### src/hw/rtl/skt_pkg.sv
// ----------------------------------------------------------------------------
// skt_pkg
// Shared types and constants for the sorted key table: command and status
// codes, sequencer states, field widths and the compare result bundle.
// ----------------------------------------------------------------------------
package skt_pkg;

    localparam int KEY_W        = 32;
    localparam int HANDLE_W     = 16;
    localparam int COUNT_W      = 9;
    localparam int ENTRY_W      = KEY_W + HANDLE_W;
    localparam int CAPACITY_DEF = 256;

    typedef enum logic [1:0] {
        CMD_CLEAR  = 2'd0,
        CMD_INSERT = 2'd1,
        CMD_LOOKUP = 2'd2,
        CMD_NOP    = 2'd3
    } cmd_t;

    typedef enum logic [1:0] {
        STS_OK      = 2'd0,
        STS_NO_OBJ  = 2'd1,
        STS_FULL    = 2'd2,
        STS_UNUSED  = 2'd3
    } status_t;

    typedef enum logic [2:0] {
        ST_IDLE,
        ST_LK_PROBE,
        ST_LK_CMP,
        ST_INS_READ,
        ST_INS_CMP,
        ST_DONE
    } state_t;

    // Result of comparing the request key against a probed table key
    typedef struct packed {
        logic lt;
        logic eq;
        logic gt;
    } cmp_t;

endpackage

### src/hw/rtl/skt_cmp.sv
// ----------------------------------------------------------------------------
// skt_cmp
// Shared key comparator used by both the lookup search and the insert shift.
// ----------------------------------------------------------------------------
module skt_cmp (
    input  logic [skt_pkg::KEY_W-1:0] req_key,
    input  logic [skt_pkg::KEY_W-1:0] probe_key,
    output skt_pkg::cmp_t             result
);
    import skt_pkg::*;

    // Order the request key against the probed key
    always_comb
    begin
        result.lt = (req_key < probe_key);
        result.eq = (req_key == probe_key);
        result.gt = (req_key > probe_key);
    end

endmodule

### config.mk
export PLATFORM = sky130hd
export DESIGN_NAME = skt_cmp
export DESIGN_NICKNAME = d
export VERILOG_FILES = /design/src/hw/rtl/skt_pkg.sv /design/src/hw/rtl/skt_cmp.sv
export SDC_FILE = /design/constraint.sdc
export NUM_CORES = 1
export LEC_CHECK = 0
export BUFFER_PORTS_ARGS = -buffer_cell sky130_fd_sc_hd__buf_2
export CAP_MARGIN = 15
export CORE_MARGIN = 1.5
export CORE_UTILIZATION = 45
export DETAILED_ROUTE_END_ITERATION = 16
export GPL_TIMING_DRIVEN = 0
export MAX_ROUTING_LAYER = met4
export PLACE_DENSITY = 0.9
export SYNTH_ARGS = -nofsm -noshare
export SYNTH_HDL_FRONTEND = slang
export SYNTH_SLANG_ARGS = --single-unit
### constraint.sdc
create_clock -name vclk -period 3.03
set_input_delay 0.606 -clock vclk [all_inputs]
set_output_delay 0.606 -clock vclk [all_outputs]
set_load 0.01 [all_outputs]
==> qor.csv, run 1 <==
stage,metric,value,unit
status,status,completed,
synthesis,netlist_area,851,um2
global_routing,grt_use_met1,17.9,%
global_routing,grt.total_usage,20.8,%
final_layout,areaGrowthSynthToFinish,43.1,%
clock_network,cts-resized-gates,0,
timing,fin_crit_sh,90.5,%
setup_path,critPathArrivalTime,2.14,ns
detailed_routing,wirelength,2130,um
setup_path,path_max_fanout,3,
global_routing,grt_pass1_wl,3330,um
floorplan,initial_core_util,48.7,%
final_layout,finalNonFillerCells,206,
pwr,leakage,0.778,nW
hold_path,hold_class,in2out,
floorplan,die_x,46.5,um
setup_path,startpoint,req_key[14],
setup_path,cp.depth,8,
floorplan,die_h,46.5,um
setup_path,cp.required,2.42,ns
floorplan,num_rows,15,
pwr,finalPower,0.149,mW
timing,setup_viol,0,
synthesis,yosysTopAreaCellShare,47.1,%
placed_design,port_buffers,67,
timing,period_minus_slack,2.74,ns
timing,hold_viol,0,
synthesis,syn-instance-count,114,
final_layout,multiInputGateArea,731,um2
timing,relSlewSlack,81.1,%
synthesis,synth.net_count,210,
setup_path,worstSetupStartpointType,input pin,
detailed_routing,ant_nets,0,
final_layout,drive_gt1_share,40.3,%
global_routing,use_met3,1.96,%
setup_path,crit_top_cell,buf_2,
final_layout,nFlopsAndLatches,0,
placed_design,gp_congestion,0.683,
synthesis,yosys_warnings,0,
final_layout,diodes,0,
detailed_routing,dr.pass1.iters,4,
detailed_routing,drt_iter0_drc,4,
synthesis,synthDistinctLibCells,23,
clock_network,post_cts_buffers,0,
placed_design,postPlaceCellArea,1220,um2
pwr,vdd_drop_max,0.0663,mV
floorplan,boundaryPins,67,
final_layout,postLayoutCellArea,1220,um2
placed_design,dp_hpwl,2040,um
global_routing,grt_busiest_layer,met2,
placed_design,post-place-cells,206,
timing,finalSetupTns,0,ns
flow_run,maxCapViolations,0,
timing,rsz0062_at_grt,no,
clock_network,postCtsHoldBufs,0,
timing,slew_viol_final,0,
setup_path,cp_top_family,compound AO/OA/AOI/OAI gates,
global_routing,grt_start_max_net_pins,5,
synthesis,synth-seq-area-share,0,%
synthesis,yosys.area.top_type,ha_1,
final_layout,layout.nets,279,
floorplan,die-area,2160,um2
global_routing,antenna_found_initial,0,
setup_path,crit_chain,"buf_2, ha_1, a21oi_2, nand2_1, a221o_1, o31ai_2, and2_1, buf_2",
setup_path,slowest_stage,a221o_1,
floorplan,core-area,1750,um2
synthesis,synth.area.top_cells,"ha_1 47%, inv_1 14%, a21oi_1 7.1%",
final_layout,seq_area,0,um2
pwr,power_density,122,nW/um2
detailed_routing,wl_per_cell,10.3,um
global_routing,met2_usage,45.0,%
synthesis,avgSynthCellArea,7.46,um2
setup_path,critPathBufInv,2,
setup_path,critical_path_class,in2out,
global_routing,grt_overflow,0,
global_routing,grt_pass1_vias,981,
detailed_routing,vias,1040,
final_layout,n_fill_cell,170,
timing,worstMarginPinSlew,0.284,ns
timing,max_freq,365,MHz
final_layout,clock_buffers,0,
timing,hold_ws,1.79,ns
setup_path,cp-end-kind,output pin,
setup_path,setup.worst_path.end,result[2],
detailed_routing,drcViolationCount,0,
detailed_routing,vias_per_cell,5.05,
setup_path,slowest_delay,0.35,ns
[cell type report]
cell class,count,share of cell area [%]
inverter,32,9.87
multi-input combinational,82,60.0
timing repair buffer,67,27.5
tap,25,2.57
[layout by cell type (no fill, tap or decap)]
cell type   n
buf_2      67
inv_1      32
ha_1       32
a21oi_1    12
nand2_1     8
nand3_1     4
nand4_1     4
and4_1      3
nor2_1      2
o21ai_1     2
a221oi_1    2
a21oi_2     1
nand4_4     1
o21ai_0     1
a221o_1     1
nor2b_1     1
o211ai_1    1
nor4_2      1
a21boi_2    1
a21o_1      1
and4bb_4    1
o31ai_2     1
o31a_1      1
and2_1      1
[worst min-delay path, stage by stage]
cell     delay [ns]
buf_2          0.08
ha_1           0.22
nand4_1        0.10
nor2_1         0.05
buf_2          0.13
[Yosys cell counts, drive strengths merged]
library cell	count
a21boi	1
a21o	1
a21oi	13
a221o	1
a221oi	2
and2	1
and4	3
and4bb	1
ha	32
inv	32
nand2	8
nand3	4
nand4	5
nor2	2
nor2b	1
nor4	1
o211ai	1
o21ai	3
o31a	1
o31ai	1
[metrics by stage]
step | setup WS [ns] | utilization (%)
3_3_place_gp | 0.321 | 69.7
4_1_cts | 0.272 | 69.7
5_1_grt | 0.160 | 69.7
3_5_place_dp | 0.274 | 69.7
2_1_floorplan | 0.529 | -
6_report | 0.288 | 69.7
[worst min path at each step]
stage | endpoint | cells after the start | from | slack (ns)
after floorplan | result[1] | 3 | probe_key[0] | 1.55
after global placement | result[1] | 5 | probe_key[0] | 1.76
after detailed placement | result[1] | 5 | probe_key[0] | 1.78
after CTS | result[1] | 5 | probe_key[0] | 1.78
after global routing | result[1] | 5 | req_key[2] | 1.83
final | result[1] | 5 | probe_key[0] | 1.79
[cells by family after synthesis]
kind of cell	Yosys count	share of synthesized area, %
buffers and inverters	32	14.1
adder cells (fa/ha/maj)	32	47.1
AO/OA/AOI/OAI	24	18.7
AND/OR/NAND/NOR	26	20.1
[layer usage]
| layer | vias up | share of wire (%) |
|---|---|---|
| li1 | 534 | - |
| met1 | 449 | 35 |
| met2 | 51 | 54 |
| met3 | 6 | 9.0 |
| met4 | 0 | 2.1 |
| met5 | - | 0 |
[power breakdown]
part | switching [mW] | leakage, nW | total, mW | internal [mW]
Clock | 0 | 0 | 0 | 0
Combinational | 0.0712 | 0.778 | 0.149 | 0.0779
Sequential | 0 | 0 | 0 | 0
(Power assumes the default switching activity.)
==> run 2: changes to the inputs <==
--- a/config.mk
+++ b/config.mk
@@ -5,14 +5,15 @@
 export SDC_FILE = /design/constraint.sdc
 export NUM_CORES = 1
 export LEC_CHECK = 0
+export ABC_AREA = 1
 export BUFFER_PORTS_ARGS = -buffer_cell sky130_fd_sc_hd__buf_2
 export CAP_MARGIN = 15
 export CORE_MARGIN = 1.5
-export CORE_UTILIZATION = 45
+export CORE_UTILIZATION = 46
 export DETAILED_ROUTE_END_ITERATION = 16
 export GPL_TIMING_DRIVEN = 0
 export MAX_ROUTING_LAYER = met4
-export PLACE_DENSITY = 0.9
+export PLACE_DENSITY = 0.91
 export SYNTH_ARGS = -nofsm -noshare
 export SYNTH_HDL_FRONTEND = slang
 export SYNTH_SLANG_ARGS = --single-unit
==> run 2 against run 1 <==
Compared with the run above: final area is 2.9% higher; core utilization increased by 1.2 points; final cell count rose by 13%; synthesized cell count grew 23%; sequential share of layout area did not move; sequential cell count unchanged; via count decreased by 0.48%; routed wire length is 11% lower; fmax is 15% higher; combinational power about the same; clock-buffer cell count stayed put; critical path type unchanged; highest routed layer is now met3.
==> qor.csv, run 2 <==
stage,metric,value,unit
synthesis,synthDistinctLibCells,18,
timing,max_freq,420,MHz
synthesis,avgSynthCellArea,6.33,um2
global_routing,antenna_found_initial,0,
final_layout,areaGrowthSynthToFinish,41.4,%
global_routing,met2_usage,38.4,%
timing,relSlewSlack,87.9,%
setup_path,critical_path_class,in2out,
global_routing,grt_busiest_layer,met2,
global_routing,grt_pass1_vias,917,
clock_network,cts-resized-gates,0,
placed_design,preCtsSetupSlack,0.653,ns
synthesis,synth.net_count,236,
setup_path,cp.required,2.42,ns
status,status,completed,
timing,rsz0062_at_grt,no,
final_layout,layout.nets,305,
clock_network,postCtsHoldBufs,0,
final_layout,fin_util,71.0,%
timing,fin_crit_sh,78.5,%
global_routing,grt.total_usage,18.5,%
detailed_routing,dr.pass1.iters,3,
final_layout,layout_commonest_cell,buf_2,
detailed_routing,drcViolationCount,0,
detailed_routing,vias_per_cell,4.46,
synthesis,netlist_area,886,um2
final_layout,clock_buffers,0,
global_routing,grt_pass1_wl,3080,um
global_routing,grt_start_max_net_pins,4,
detailed_routing,drt_iter0_drc,4,
floorplan,core-area,1760,um2
placed_design,postPlaceCellArea,1250,um2
synthesis,synth_most_common_cell,inv_1,
timing,finalSetupTns,0,ns
synthesis,yosys-top-cells-count,"36 x inv_1, 32 x ha_1, 30 x nand2_1",
global_routing,grt_use_met1,20.5,%
timing,worstMarginPinSlew,0.181,ns
placed_design,gp_congestion,0.757,
synthesis,yosysTopAreaCellShare,45.2,%
detailed_routing,wirelength,1890,um
timing,period_minus_slack,2.38,ns
global_routing,use_met3,0,%
floorplan,num_rows,15,
synthesis,yosys_warnings,0,
synthesis,syn-instance-count,140,
timing,post-route-worst-setup-slack,0.650,ns
synthesis,yosys.area.top_type,ha_1,
final_layout,n_fill_cell,163,
pwr,vdd_drop_max,0.0675,mV
final_layout,diodes,0,
pwr,leakage,0.855,nW
timing,slew_viol_final,0,
hold_path,hold_class,in2out,
global_routing,grt_overflow,0,
final_layout,seq_area,0,um2
flow_run,maxCapViolations,0,
floorplan,boundaryPins,67,
final_layout,nFlopsAndLatches,0,
final_layout,postLayoutCellArea,1250,um2
timing,setup_viol,0,
pwr,power_density,119,nW/um2
setup_path,critPathArrivalTime,1.77,ns
detailed_routing,vias,1035,
floorplan,die-area,2200,um2
detailed_routing,wl_per_cell,8.13,um
setup_path,cp-end-kind,output pin,
setup_path,startpoint,probe_key[19],
setup_path,setup.worst_path.end,result[2],
clock_network,post_cts_buffers,0,
setup_path,worstSetupStartpointType,input pin,
detailed_routing,ant_nets,0,
timing,hold_viol,0,
pwr,finalPower,0.149,mW
synthesis,synth-seq-area-share,0,%
floorplan,die_h,46.9,um
final_layout,mostFrequentLayoutCells,"67 x buf_2, 36 x inv_1, 32 x ha_1, 30 x nand2_1, 15 x a21oi_1",
floorplan,initial_core_util,50.2,%
floorplan,die_x,46.9,um
placed_design,dp_hpwl,1830,um
setup_path,path_max_fanout,3,
placed_design,port_buffers,67,
synthesis,synth.area.top_cells,"ha_1 45%, inv_1 15%, nand2_1 13%",
final_layout,drive_gt1_share,37.2,%
==> run 2: cell types whose count changed in the layout (fill, tap and decap cells not counted), moves of 2 or more <==
cell      before  now
a221oi_1       2    0
o21a_1         0    2
nand4_1        4    1
nor3_2         0    2
a21oi_1       12   15
nand2_1        8   30
inv_2          0    2
inv_1         32   36
nand2_2        0    2
nor2_1         2    6
nor2_2         0    2
and4_1         3    0
==> run 2: metal layers <==
| metal | vias up | part of all wire [%] | wire [um] |
|---|---|---|---|
| met5 | - | 0 | 0 |
| met4 | 0 | 0 | 0 |
| met3 | 0 | 6.8 | 128 |
| met2 | 40 | 52 | 982 |
| met1 | 414 | 41 | 774 |
| li1 | 581 | - | - |
==> run 2: how the worst min path moves through the flow <==
stage                      from        end  slack [ns]  cells past startpoint
floorplan           req_key[16]  result[1]        1.56                      3
detailed placement  req_key[16]  result[1]        1.78                      5
global route        req_key[16]  result[1]        1.80                      5
global placement    req_key[16]  result[1]        1.78                      5
finish              req_key[16]  result[1]        1.78                      5
CTS                 req_key[16]  result[1]        1.78                      5
==> run 2: worst max-delay path, cell delays in order <==
cell and delay, ns:
buf_2 0.07, inv_1 0.03, ha_1 0.31, nand3_1 0.08
nand3b_2 0.22, nor2_1 0.12, nand2_1 0.08, and2_1 0.14
buf_2 0.13
==> run 2: logic make-up after synthesis <==
group | synth area share (%)
AO/OA/AOI/OAI | 12.1
buffers and inverters | 16.1
AND/OR/NAND/NOR | 26.6
adder cells (fa/ha/maj) | 45.2
==> run 2: cell type report <==
cell class,count,area [um2],share of cell area [%]
multi-input cells,102,743,59.3
repair buffers,67,335,26.8
well taps,25,31.3,2.50
inverters,38,143,11.4
==> run 2: power breakdown <==
part / internal [mW] / switching, mW
Clock: 0 / 0
Sequential: 0 / 0
Combinational: 0.0777 / 0.0710
Total: 0.0777 / 0.0710
==> run 2: stage by stage <==
stage,hold WS [ns],std cells
after global routing,1.80,232
after detailed placement,1.78,232
after floorplan,1.56,140
after global placement,1.78,232
final,1.78,232
after CTS,1.78,232
